--- config.mk ---
export PLATFORM = sky130hd
export DESIGN_NAME = dns_query_to_fixed_a_reply
export DESIGN_NICKNAME = d
export VERILOG_FILES = /design/src/rtl/dnsfa_pkg.sv /design/src/rtl/dns_query_to_fixed_a_reply.sv /design/src/rtl/dnsfa_front.sv /design/src/rtl/dnsfa_cmd_queue.sv /design/src/rtl/dnsfa_back.sv
export SDC_FILE = /design/constraint.sdc
export NUM_CORES = 1
export LEC_CHECK = 0
export ABC_AREA = 1
export BUFFER_PORTS_ARGS = -buffer_cell sky130_fd_sc_hd__buf_2
export CAP_MARGIN = 30
export CORE_ASPECT_RATIO = 1.75
export CORE_MARGIN = 2
export CORE_UTILIZATION = 55
export DETAILED_ROUTE_END_ITERATION = 12
export PLACE_DENSITY_LB_ADDON = 0.15
export SLEW_MARGIN = 20
export SYNTH_ARGS = -nofsm -noshare
export SYNTH_HDL_FRONTEND = slang
export SYNTH_SLANG_ARGS = --single-unit
--- constraint.sdc ---
create_clock -name clk -period 3.09 [get_ports clk]
set_clock_uncertainty 0.2 [all_clocks]
set_input_delay 0.4635 -clock clk [delete_from_list [all_inputs] [get_ports clk]]
set_output_delay 0.4635 -clock clk [all_outputs]
set_load 0.02 [all_outputs]
--- src/rtl/dnsfa_pkg.sv ---
package dnsfa_pkg;

	localparam int MAX_PACKET_BYTES = 512;
	localparam int POS_W = $clog2(MAX_PACKET_BYTES);
	// last byte position that still leaves room for the 16-byte answer
	localparam logic [POS_W-1:0] POS_LIMIT = POS_W'(MAX_PACKET_BYTES - 17);

	localparam int CMD_DEPTH = 4;
	localparam int CMD_PTR_W = $clog2(CMD_DEPTH);

	localparam int PADDR_W = 3;
	localparam logic REG_TARGET_ADDRESS = 1'b0;

	localparam logic [3:0] ANS_LAST_IDX = 4'd15;

	typedef struct packed {
		logic [7:0] data_byte;
		logic       packet_end;
	} query_t;

	typedef struct packed {
		logic [7:0] reply_byte;
		logic       reply_last;
		logic       reply_drop;
	} reply_t;

	typedef enum logic [2:0] {
		PH_HEADER,
		PH_LEN,
		PH_BODY,
		PH_TAIL,
		PH_SKIP
	} phase_t;

	typedef enum logic [1:0] {
		CMD_BYTE,
		CMD_ANSWER,
		CMD_DROP
	} cmd_kind_t;

	typedef struct packed {
		cmd_kind_t  kind;
		logic [7:0] data;
	} cmd_t;

	typedef struct packed {
		logic push;
		cmd_t cmd;
	} cmd_push_t;

	function automatic logic [7:0] hdr_byte(input logic [3:0] idx);
		logic [7:0] b;
		unique case (idx)
			4'd2: b = 8'h81;
			4'd3: b = 8'h80;
			4'd5: b = 8'h01;
			4'd7: b = 8'h01;
			default: b = 8'h00;
		endcase
		return b;
	endfunction

	// answer record: pointer to offset 12, type A, class IN, TTL 60, rdlength 4, address
	function automatic logic [7:0] ans_byte(input logic [3:0] idx, input logic [31:0] addr);
		logic [7:0] b;
		unique case (idx)
			4'd0:  b = 8'hC0;
			4'd1:  b = 8'h0C;
			4'd3:  b = 8'h01;
			4'd5:  b = 8'h01;
			4'd9:  b = 8'h3C;
			4'd11: b = 8'h04;
			4'd12: b = addr[7:0];
			4'd13: b = addr[15:8];
			4'd14: b = addr[23:16];
			4'd15: b = addr[31:24];
			default: b = 8'h00;
		endcase
		return b;
	endfunction

endpackage

--- src/rtl/dns_query_to_fixed_a_reply.sv ---
// channel  | handshake          | payload
// query    | push / full        | query_t: data_byte, packet_end
// reply    | pop / empty        | reply_t: reply_byte, reply_last, reply_drop
// config   | APB psel/penable   | target_address at byte address 0
//
// One query byte is taken per cycle while full is low. An accepted byte is written to the
// command queue, then registered in the back end's output register until it is popped.
// The byte that completes QCLASS yields 17 items, emitted one per cycle by the back end
// unless pop stalls; the 4-entry command queue absorbs input meanwhile and push is refused only when it fills.
// Reset (arst_n low) clears parser, queue and output state; target_address -> 0.
module dns_query_to_fixed_a_reply import dnsfa_pkg::*; (
	input  logic               clk,
	input  logic               arst_n,
	input  logic               push,
	output logic               full,
	input  query_t             query,
	output logic               empty,
	input  logic               pop,
	output reply_t             reply,
	input  logic               psel,
	input  logic               penable,
	input  logic               pwrite,
	input  logic [PADDR_W-1:0] paddr,
	input  logic [31:0]        pwdata,
	output logic [31:0]        prdata,
	output logic               pready
);

	logic        target_sel;
	logic [31:0] target_address_q;
	cmd_push_t   front_cmd;
	cmd_t        q_cmd;
	logic        q_empty, q_pop, res_valid;

	assign pready     = 1'b1;
	assign target_sel = (paddr[2] == REG_TARGET_ADDRESS);
	assign prdata     = target_sel ? target_address_q : 32'h0;

	always_ff @(posedge clk or negedge arst_n) begin
		if (!arst_n)
			target_address_q <= '0;
		else if (psel && penable && pwrite && pready && target_sel)
			target_address_q <= pwdata;
	end

	dnsfa_front u_front (
		.clk     (clk),
		.arst_n  (arst_n),
		.accept  (push && !full),
		.query   (query),
		.cmd_out (front_cmd)
	);

	dnsfa_cmd_queue u_queue (
		.clk      (clk),
		.arst_n   (arst_n),
		.wr       (front_cmd),
		.full     (full),
		.rd_pop   (q_pop),
		.rd_cmd   (q_cmd),
		.rd_empty (q_empty)
	);

	dnsfa_back u_back (
		.clk            (clk),
		.arst_n         (arst_n),
		.q_cmd          (q_cmd),
		.q_empty        (q_empty),
		.q_pop          (q_pop),
		.target_address (target_address_q),
		.res            (reply),
		.res_valid      (res_valid),
		.res_pop        (pop && res_valid)
	);

	assign empty = !res_valid;

endmodule

--- src/rtl/dnsfa_front.sv ---
module dnsfa_front import dnsfa_pkg::*; (
	input  logic      clk,
	input  logic      arst_n,
	input  logic      accept,
	input  query_t    query,
	output cmd_push_t cmd_out
);

	phase_t           phase_q, phase_n;
	logic [POS_W-1:0] pos_q, pos_n;
	logic [5:0]       label_q, label_n;
	logic [2:0]       tail_q, tail_n;

	always_ff @(posedge clk or negedge arst_n) begin
		if (!arst_n) begin
			phase_q <= PH_HEADER;
			pos_q   <= '0;
			label_q <= '0;
			tail_q  <= '0;
		end else begin
			phase_q <= phase_n;
			pos_q   <= pos_n;
			label_q <= label_n;
			tail_q  <= tail_n;
		end
	end

	always_comb begin
		logic       done;
		logic [5:0] label_dec;
		logic [2:0] tail_dec;
		phase_n = phase_q;
		pos_n   = pos_q;
		label_n = label_q;
		tail_n  = tail_q;
		cmd_out.push     = 1'b0;
		cmd_out.cmd.kind = CMD_BYTE;
		cmd_out.cmd.data = query.data_byte;
		done      = 1'b0;
		label_dec = label_q - 6'(label_q != '0);
		tail_dec  = tail_q - 3'(tail_q != '0);
		if (accept) begin
			if (phase_q == PH_SKIP) begin
				if (query.packet_end) begin
					phase_n = PH_HEADER;
					pos_n   = '0;
					label_n = '0;
					tail_n  = '0;
				end
			end else if (pos_q > POS_LIMIT) begin
				cmd_out.push     = 1'b1;
				cmd_out.cmd.kind = CMD_DROP;
				cmd_out.cmd.data = '0;
				phase_n = query.packet_end ? PH_HEADER : PH_SKIP;
				pos_n   = '0;
				label_n = '0;
				tail_n  = '0;
			end else begin
				cmd_out.push = 1'b1;
				unique case (phase_q)
					PH_HEADER: begin
						if (pos_q >= POS_W'(2) && pos_q < POS_W'(12))
							cmd_out.cmd.data = hdr_byte(pos_q[3:0]);
						if (pos_q >= POS_W'(11))
							phase_n = PH_LEN;
					end
					PH_LEN: begin
						// zero byte or a compression/extended tag ends the name
						if (query.data_byte == 8'h00 || query.data_byte[7:6] != 2'b00) begin
							phase_n = PH_TAIL;
							tail_n  = 3'd4;
						end else begin
							phase_n = PH_BODY;
							label_n = query.data_byte[5:0];
						end
					end
					PH_BODY: begin
						label_n = label_dec;
						if (label_dec == '0)
							phase_n = PH_LEN;
					end
					PH_TAIL: begin
						tail_n = tail_dec;
						if (tail_dec == '0)
							done = 1'b1;
					end
					PH_SKIP: ;
				endcase
				if (done) begin
					cmd_out.cmd.kind = CMD_ANSWER;
					phase_n = query.packet_end ? PH_HEADER : PH_SKIP;
					pos_n   = '0;
					label_n = '0;
					tail_n  = '0;
				end else if (query.packet_end) begin
					cmd_out.cmd.kind = CMD_DROP;
					cmd_out.cmd.data = '0;
					phase_n = PH_HEADER;
					pos_n   = '0;
					label_n = '0;
					tail_n  = '0;
				end else begin
					pos_n = pos_q + POS_W'(1);
				end
			end
		end
	end

endmodule

--- src/rtl/dnsfa_cmd_queue.sv ---
module dnsfa_cmd_queue import dnsfa_pkg::*; (
	input  logic      clk,
	input  logic      arst_n,
	input  cmd_push_t wr,
	output logic      full,
	input  logic      rd_pop,
	output cmd_t      rd_cmd,
	output logic      rd_empty
);

	cmd_t               mem [CMD_DEPTH];
	logic [CMD_PTR_W-1:0] wr_ptr_q, rd_ptr_q;
	logic [CMD_PTR_W:0]   count_q;

	assign full     = (count_q == (CMD_PTR_W+1)'(CMD_DEPTH));
	assign rd_empty = (count_q == '0);
	assign rd_cmd   = mem[rd_ptr_q];

	always_ff @(posedge clk) begin
		if (wr.push)
			mem[wr_ptr_q] <= wr.cmd;
	end

	always_ff @(posedge clk or negedge arst_n) begin
		if (!arst_n) begin
			wr_ptr_q <= '0;
			rd_ptr_q <= '0;
			count_q  <= '0;
		end else begin
			if (wr.push)
				wr_ptr_q <= wr_ptr_q + CMD_PTR_W'(1);
			if (rd_pop)
				rd_ptr_q <= rd_ptr_q + CMD_PTR_W'(1);
			count_q <= count_q + (CMD_PTR_W+1)'(wr.push) - (CMD_PTR_W+1)'(rd_pop);
		end
	end

endmodule

--- src/rtl/dnsfa_back.sv ---
module dnsfa_back import dnsfa_pkg::*; (
	input  logic        clk,
	input  logic        arst_n,
	input  cmd_t        q_cmd,
	input  logic        q_empty,
	output logic        q_pop,
	input  logic [31:0] target_address,
	output reply_t      res,
	output logic        res_valid,
	input  logic        res_pop
);

	reply_t     res_q, res_n;
	logic       vld_q, vld_n;
	logic       burst_q, burst_n;
	logic [3:0] idx_q, idx_n;
	logic       can_load, load;

	assign can_load  = !vld_q || res_pop;
	assign res       = res_q;
	assign res_valid = vld_q;

	always_ff @(posedge clk) begin
		if (load)
			res_q <= res_n;
	end

	always_ff @(posedge clk or negedge arst_n) begin
		if (!arst_n) begin
			vld_q   <= 1'b0;
			burst_q <= 1'b0;
			idx_q   <= '0;
		end else begin
			vld_q   <= vld_n;
			burst_q <= burst_n;
			idx_q   <= idx_n;
		end
	end

	always_comb begin
		q_pop   = 1'b0;
		load    = 1'b0;
		burst_n = burst_q;
		idx_n   = idx_q;
		res_n   = '{reply_byte: q_cmd.data, reply_last: 1'b0, reply_drop: 1'b0};
		if (can_load) begin
			if (burst_q) begin
				load  = 1'b1;
				res_n = '{reply_byte: ans_byte(idx_q, target_address),
				          reply_last: (idx_q == ANS_LAST_IDX), reply_drop: 1'b0};
				idx_n = idx_q + 4'd1;
				if (idx_q == ANS_LAST_IDX)
					burst_n = 1'b0;
			end else if (!q_empty) begin
				q_pop = 1'b1;
				load  = 1'b1;
				unique case (q_cmd.kind)
					CMD_BYTE: ;
					CMD_ANSWER: begin
						burst_n = 1'b1;
						idx_n   = '0;
					end
					CMD_DROP: res_n = '{reply_byte: 8'h00, reply_last: 1'b1, reply_drop: 1'b1};
					default: ;
				endcase
			end
		end
		vld_n = load ? 1'b1 : (can_load ? 1'b0 : vld_q);
	end

	// the answer burst owns the output; queued items wait until it ends
	a_no_pop_in_burst: assert property (@(posedge clk) disable iff (!arst_n)
		burst_q |-> !q_pop)
		else $error("queue popped during answer burst");

	a_drop_shape: assert property (@(posedge clk) disable iff (!arst_n)
		(vld_q && res_q.reply_drop) |-> (res_q.reply_last && res_q.reply_byte == 8'h00))
		else $error("drop result malformed");

	a_burst_ends: assert property (@(posedge clk) disable iff (!arst_n)
		(burst_q && can_load && idx_q == ANS_LAST_IDX) |=> (!burst_q && vld_q && res_q.reply_last))
		else $error("answer burst did not end with last");

	a_answer_starts_burst: assert property (@(posedge clk) disable iff (!arst_n)
		(q_pop && q_cmd.kind == CMD_ANSWER) |=> (burst_q && idx_q == 4'd0 && !res_q.reply_last))
		else $error("answer item did not start burst");

endmodule

### Yosys cells after proc, flatten, opt, wreduce, memory -nomap -nowiden

Memory sizes are Yosys's and may differ from the RTL's.
Cells that the tools add are included.

* register bits: 76
* bits in writable memories: 40
* bits of input ports: 51
* output and inout bits: 45
* word-level logic and storage cells: 151
* memories kept: 1

* add/sub/neg operators: 8
* magnitude comparators: 4
* equal/unequal tests: 26
* mux-type cells: 64
* bitwise gates (word level): 2
* reductions and logical operators: 32

Memory list
* u_queue.mem: words 4, bits a word 10, read ports 1, clocked after memory_dff 0, write ports 1, line dnsfa_cmd_queue.sv:11 `cmd_t mem [CMD_DEPTH];`

Operators with widths (count)
* 8-bit case mux with 9 select lines: 1
* 10-bit 2-to-1 mux: 6
* 9-bit 2-to-1 mux: 5
* 3-bit 2-to-1 mux: 13
* 6-bit 2-to-1 mux: 6
* 32-bit 2-to-1 mux: 1
* 4-bit == test (second input constant): 6
* 8-bit 2-to-1 mux: 3
* 8-bit case mux with 3 select lines: 1
* 11-bit 2-to-1 mux: 2
* 1-bit 2-to-1 mux: 19
* 5-bit by 2-bit inequality test with 1-bit output (second input constant): 3
* 4-bit by 2-bit == test with 1-bit output (second input constant): 3
* 4-bit by 3-bit == test with 1-bit output (second input constant): 3
* 4-bit 2-to-1 mux: 3
* 6-bit case mux with 2 select lines: 1
* 6-bit nonzero test: 2
* 5-bit nonzero test: 2
* 9-bit by 1-bit adder with 9-bit output (second input constant): 1
* 9-bit by 2-bit greater-or-equal comparator with 1-bit output (second input constant): 1
* 9-bit by 4-bit greater-or-equal comparator with 1-bit output (second input constant): 1
* 9-bit > comparator (second input constant): 1
* 3-bit zero test: 3
* 9-bit by 4-bit < comparator with 1-bit output (second input constant): 1
* other kinds (31): 48

### Longest topological paths before layout

* depth after elaboration: 14
* depth in mapped cells: 13
* depth with buffers taken out: 13

### Hierarchy

Synthesis repeated with hierarchy kept, for this count alone.

* cell total of the unflattened synthesis: 874
* area total of the unflattened synthesis: 6767.7 µm²

Modules (own cells, without submodules)
* dnsfa_cmd_queue: times used 1, cells each 203, area an instance 2100.8 µm², sequential area each 1376.3 µm²
* dnsfa_front: times used 1, cells each 262, area an instance 1756.7 µm², sequential area each 525.5 µm²
* dns_query_to_fixed_a_reply: times used 1, cells each 217, area an instance 1605.3 µm², sequential area each 800.8 µm²
* dnsfa_back: times used 1, cells each 192, area an instance 1305.0 µm², sequential area each 450.4 µm²

### Worst setup path before layout

Ideal clock, no wire load.

* path kind: in2reg
* from: input port pop
* to: register u_queue.count_q[2]
* setup time: 0.123 ns
* data arrival time: 1.987 ns
* required time: 2.767 ns
* slack: 0.780 ns
* stages on the path: 10
* path buffers: 0
* cells stage by stage: nor2_1 nor2_1 inv_1 nor2_1 ha_1 inv_1 ha_1 inv_1 fa_1 xnor2_1

* longest elaborated chain between the ends: 4

RTL lines
* start, declared: line dns_query_to_fixed_a_reply.sv:18 `input logic pop,`
* 1-bit logical AND: line dns_query_to_fixed_a_reply.sv:73 `.res_pop (pop && res_valid)`
* 1-bit logical OR: line dnsfa_back.sv:19 `assign can_load = !vld_q || res_pop;`
* 1-bit 2-to-1 mux: line dnsfa_back.sv:46 `if (can_load) begin`
* via q_pop: line dns_query_to_fixed_a_reply.sv:33 `logic q_empty, q_pop, res_valid;`
* 3-bit by 1-bit subtractor with 3-bit output: line dnsfa_cmd_queue.sv:34 `count_q <= count_q + (CMD_PTR_W+1)'(wr.push) - (CMD_PTR_W+1)'(rd_pop);`
* end signal, assigned: line dnsfa_cmd_queue.sv:34
* end, declared: line dnsfa_cmd_queue.sv:13 `logic [CMD_PTR_W:0] count_q;`

The timed path passes the listed nets, and every way through them passes these cells.
A chain may end at the register's enable or synchronous reset.

### Worst setup path after layout

* from: register u_front.label_q[2]
* to: register u_front.phase_q[2]

* longest elaborated chain between the ends: 5

RTL lines
* start, declared: line dnsfa_front.sv:11 `logic [5:0] label_q, label_n;`
* start signal, assigned: line dnsfa_front.sv:23 `label_q <= label_n;`
* 6-bit nonzero test: line dnsfa_front.sv:40 `label_dec = label_q - 6'(label_q != '0);`
* 6-bit by 1-bit subtractor with 6-bit output (*): line dnsfa_front.sv:40
* 6-bit zero test (*): line dnsfa_front.sv:79 `if (label_dec == '0)`
* 5-bit by 2-bit inequality test with 1-bit output (no line) (*)
* 5-bit AND reduction (no line) (*)
* end signal, assigned: line dnsfa_front.sv:21 `phase_q <= phase_n;`
* end, declared: line dnsfa_front.sv:9 `phase_t phase_q, phase_n;`

Mark *: on every way between the ends. The rest lies on a longest branch, timed or not.

==> key figures <==
Outcome
  • Status: completed

Route
  • Antenna Nets Post-Route: 0
  • Vias: 5127
  • DRC viols: 0
  • Final wirelength: about 14 mm
  • Initial DRC Count: 260
  • Pre-antenna DRT Iters: 7
  • Drt via density: 5.30
  • WL per Instance: 14.9 µm

Die
  • I/O pin total: between 90 and 100
  • Die area: 12000 µm²
  • Die X-Extent: 83.8 µm
  • Die Y: 144 µm
  • Core ar.: 11000 µm²
  • Initial cell density of the core: 55.9%
  • Standard-cell rows: roughly 50

Setup path
  • Largest stage delay, worst path: 0.42 ns
  • CP max stage cell: dfrtp_1
  • Reg2Reg Depth: 12
  • Reg2reg setup slack: approximately 0.57 ns
  • Worst Setup End Kind: register
  • Critical path type: reg -> reg
  • Cell Chain, Critical Path: nor2_1, nand3_1, ha_1, ha_1, nand2_1, nand3b_1, nor2_1, nand3_1, nand3_1, nand2_2, nand2_1, nand2_1
  • R2r endpoint: u_front.phase_q[2]$_DFFE_PN0P_
  • Worst setup path start: u_front.label_q[2]$_DFFE_PN0P_
  • CP required: roughly 3.2 ns
  • Crit path launch type: register
  • R2r startpoint: u_front.label_q[2]$_DFFE_PN0P_
  • Critical-path maximum fanout: 5
  • WP data arrival: 2.62 ns

Synthesis
  • Yosys warns: 0
  • Post-synthesis sequential area ratio: 51.4%
  • Syn_nets: about 790
  • Fraction of registers with async set or reset after synthesis: a little under three fifths
  • Seq cells post-synth: 116
  • Post-synth cell types: between 40 and 50
  • Post-Syn Area: slightly above 6000 µm²
  • Syn avg cell area: 8.52 µm²
  • EDFF count, synth: 50
  • Most used DFF post-synth: dfrtp_1
  • Syn Inst Count: 720

Power
  • Worst vdd ir: about 0.64 mV
  • PD cells: 913 nW/µm²
  • Power, Total: between 6 and 7 mW
  • P_leak: 3.60 nW

STA
  • Tmin final: 2.52 ns
  • Setup ws final: 0.575 ns
  • Worst slew pin tran: around 0.56 ns
  • Setup TNS: 0 ns
  • Fmax: between 0.3 and 0.4 GHz
  • Rel. slew slack: 62.7%
  • Max-slew violation count: 0
  • Endpoints failing setup: 0
  • Unrepaired setup endpoints after global routing: false
  • Period Utilization, post-route: 81.4%
  • Final Hold Vio Count: 0

Job
  • Max_cap viols: 0

Hold path
  • Hold Path Sink: target_address_q[7]$_DFFE_PN0P_
  • HP Class: in -> reg
  • Hold Path Stages: 3
  • Hold Startpoint: pwdata[7]

Clock tree
  • Worst-skew pair later-pin latency: 0.41 ns
  • TritonCTS clock tree: yes
  • Clock sinks: 116
  • CTS max path bufs: 2
  • Reg clk slew, reported paths: 0.05 ns
  • CTS Buf Count: 17
  • Clock root cell: clkbuf_16
  • CTS H-tree lvls: 4

Placement
  • Worst slack at placement: 0.584 ns
  • IO buf count: 92
  • HPWL after detailed placement: 11.1 mm
  • Final RePlAce weighted congestion: approximately 0.93

GRT
  • Grt total ovfl: 0
  • Vias in the first global route: approximately 5200
  • GRT Total Usage: 25.7%
  • Initial antenna violation count: 0
  • First-pass GRT wire length: 24.3 mm
  • Largest net degree at the start of global routing: 65

Final layout
  • Layout area overhead: 19.7%
  • Diodes inserted: 0
  • Post-layout util: about two thirds
  • Fill cell count: 918
  • Layout cell share with drive strength beyond 1: 20.6%
  • Final net count: 894
[metal layers]
| layer | vias up | global-route usage (%) | share of wire, % |
|---|---|---|---|
| met4 | 0 | 13.9 | 4.2 |
| met3 | 37 | 4.94 | 4.2 |
| li1 | 2546 | - | - |
| met5 | - | 0 | 0 |
| met1 | 2397 | 24.9 | 35 |
| met2 | 147 | 50.0 | 57 |
[critical path: cells and delay by family, from the launching register on]
| family | cells | cell delay, ns |
|---|---|---|
| simple gates | 10 | 1.21 |
| flops | 1 | 0.42 |
| fa+ha+maj | 2 | 0.58 |
[report_power, final]
group          total (mW)  internal [mW]  switching, mW
Sequential           2.37           2.10          0.274
Clock                1.91           1.25          0.667
Combinational        2.42          0.849           1.57
Total                6.70           4.19           2.51
[registers in the layout, summed over array words and instances, names as in the netlist]
signal and count:
u_queue.mem 40, target_address_q 32, u_back.res 10, u_front.pos_q 9, u_front.label_q 6, u_back.idx_q 4
u_front.phase_q 3, u_front.tail_q 3, u_queue.count_q 3, u_queue.rd_ptr_q 2, u_queue.wr_ptr_q 2, u_back.burst_q 1
u_back.res_valid 1
[synth_stat cells, types with 7 or more instances]
cell type / n / share of area, %
a21oi_1: 44 / 3.6
o21ai_2: 10 / 1.4
nand2_2: 7 / 0.71
inv_2: 8 / 0.49
nor2_1: 135 / 8.3
edfxtp_1: 50 / 24
dfrtp_1: 66 / 27
o22ai_1: 19 / 1.9
o21ai_0: 27 / 2.2
clkbuf_1: 11 / 0.67
xor2_1: 9 / 1.3
nand2_1: 102 / 6.2
inv_1: 111 / 6.8
nand3_1: 39 / 3.2
ha_1: 17 / 3.5
a22oi_1: 8 / 0.98
[what timing repair did]
action                    in CTS  in global routing
buffers inserted               0                  0
hold buffers                   1                  0
resized for setup              0                  0
hold endpoints to repair      11                  0
[cell families (layout without fill, tap and decap cells)]
group,after synthesis,in the layout,share of synthesized area (%)
compound gates,122,122,11.8
xor+xnor,13,13,1.86
fa+ha+maj,18,18,3.80
buf+inv,141,257,9.04
flops,116,116,51.4
other cells,1,1,0.0612
simple gates,309,309,22.0
[stage by stage]
| stage | area, µm² | hold WS (ns) | instances |
|---|---|---|---|
| after floorplan | 6130 | -0.0321 | 720 |
| after global placement | 6760 | 0.158 | 937 |
| after detailed placement | 6760 | 0.160 | 937 |
| after CTS | 7340 | 0.0989 | 968 |
| after global routing | 7340 | 0.109 | 968 |
| final | 7340 | 0.101 | 968 |
[cell usage in the layout, fill, tap and decap left out, drive strengths merged, types with 8 or more instances in the layout]
cell / Yosys / routed
a21oi: 46 / 46
a22oi: 8 / 8
buf: 8 / 104
clkbuf: 11 / 19
dfrtp: 66 / 66
edfxtp: 50 / 50
ha: 17 / 17
inv: 119 / 119
nand2: 111 / 111
nand3: 45 / 45
nor2: 139 / 139
o21ai: 42 / 42
o22ai: 19 / 19
xor2: 9 / 9
[cell type report]
| cell class | count | area (µm²) | share of cell area, % |
|---|---|---|---|
| clock inverters | 11 | 138 | 1.88 |
| flip-flops and latches | 116 | 3150 | 43.0 |
| repair buffers | 105 | 561 | 7.64 |
| well taps | 132 | 165 | 2.25 |
| inverters | 122 | 464 | 6.33 |
| clock buffers | 19 | 433 | 5.90 |
| multi-input cells | 463 | 2420 | 33.0 |
[worst max path at each step]
stage | endpoint | slack [ns]
2_1_floorplan | u_queue.count_q[2]$_DFF_PN0_ | 0.78
3_3_place_gp | u_queue.count_q[1]$_DFF_PN0_ | 0.69
3_5_place_dp | u_front.phase_q[2]$_DFFE_PN0P_ | 0.58
4_1_cts | u_front.phase_q[2]$_DFFE_PN0P_ | 0.58
5_1_grt | u_front.phase_q[2]$_DFFE_PN0P_ | 0.34
6_report | u_front.phase_q[2]$_DFFE_PN0P_ | 0.57
Note: power is estimated with default switching activity, not from simulation.
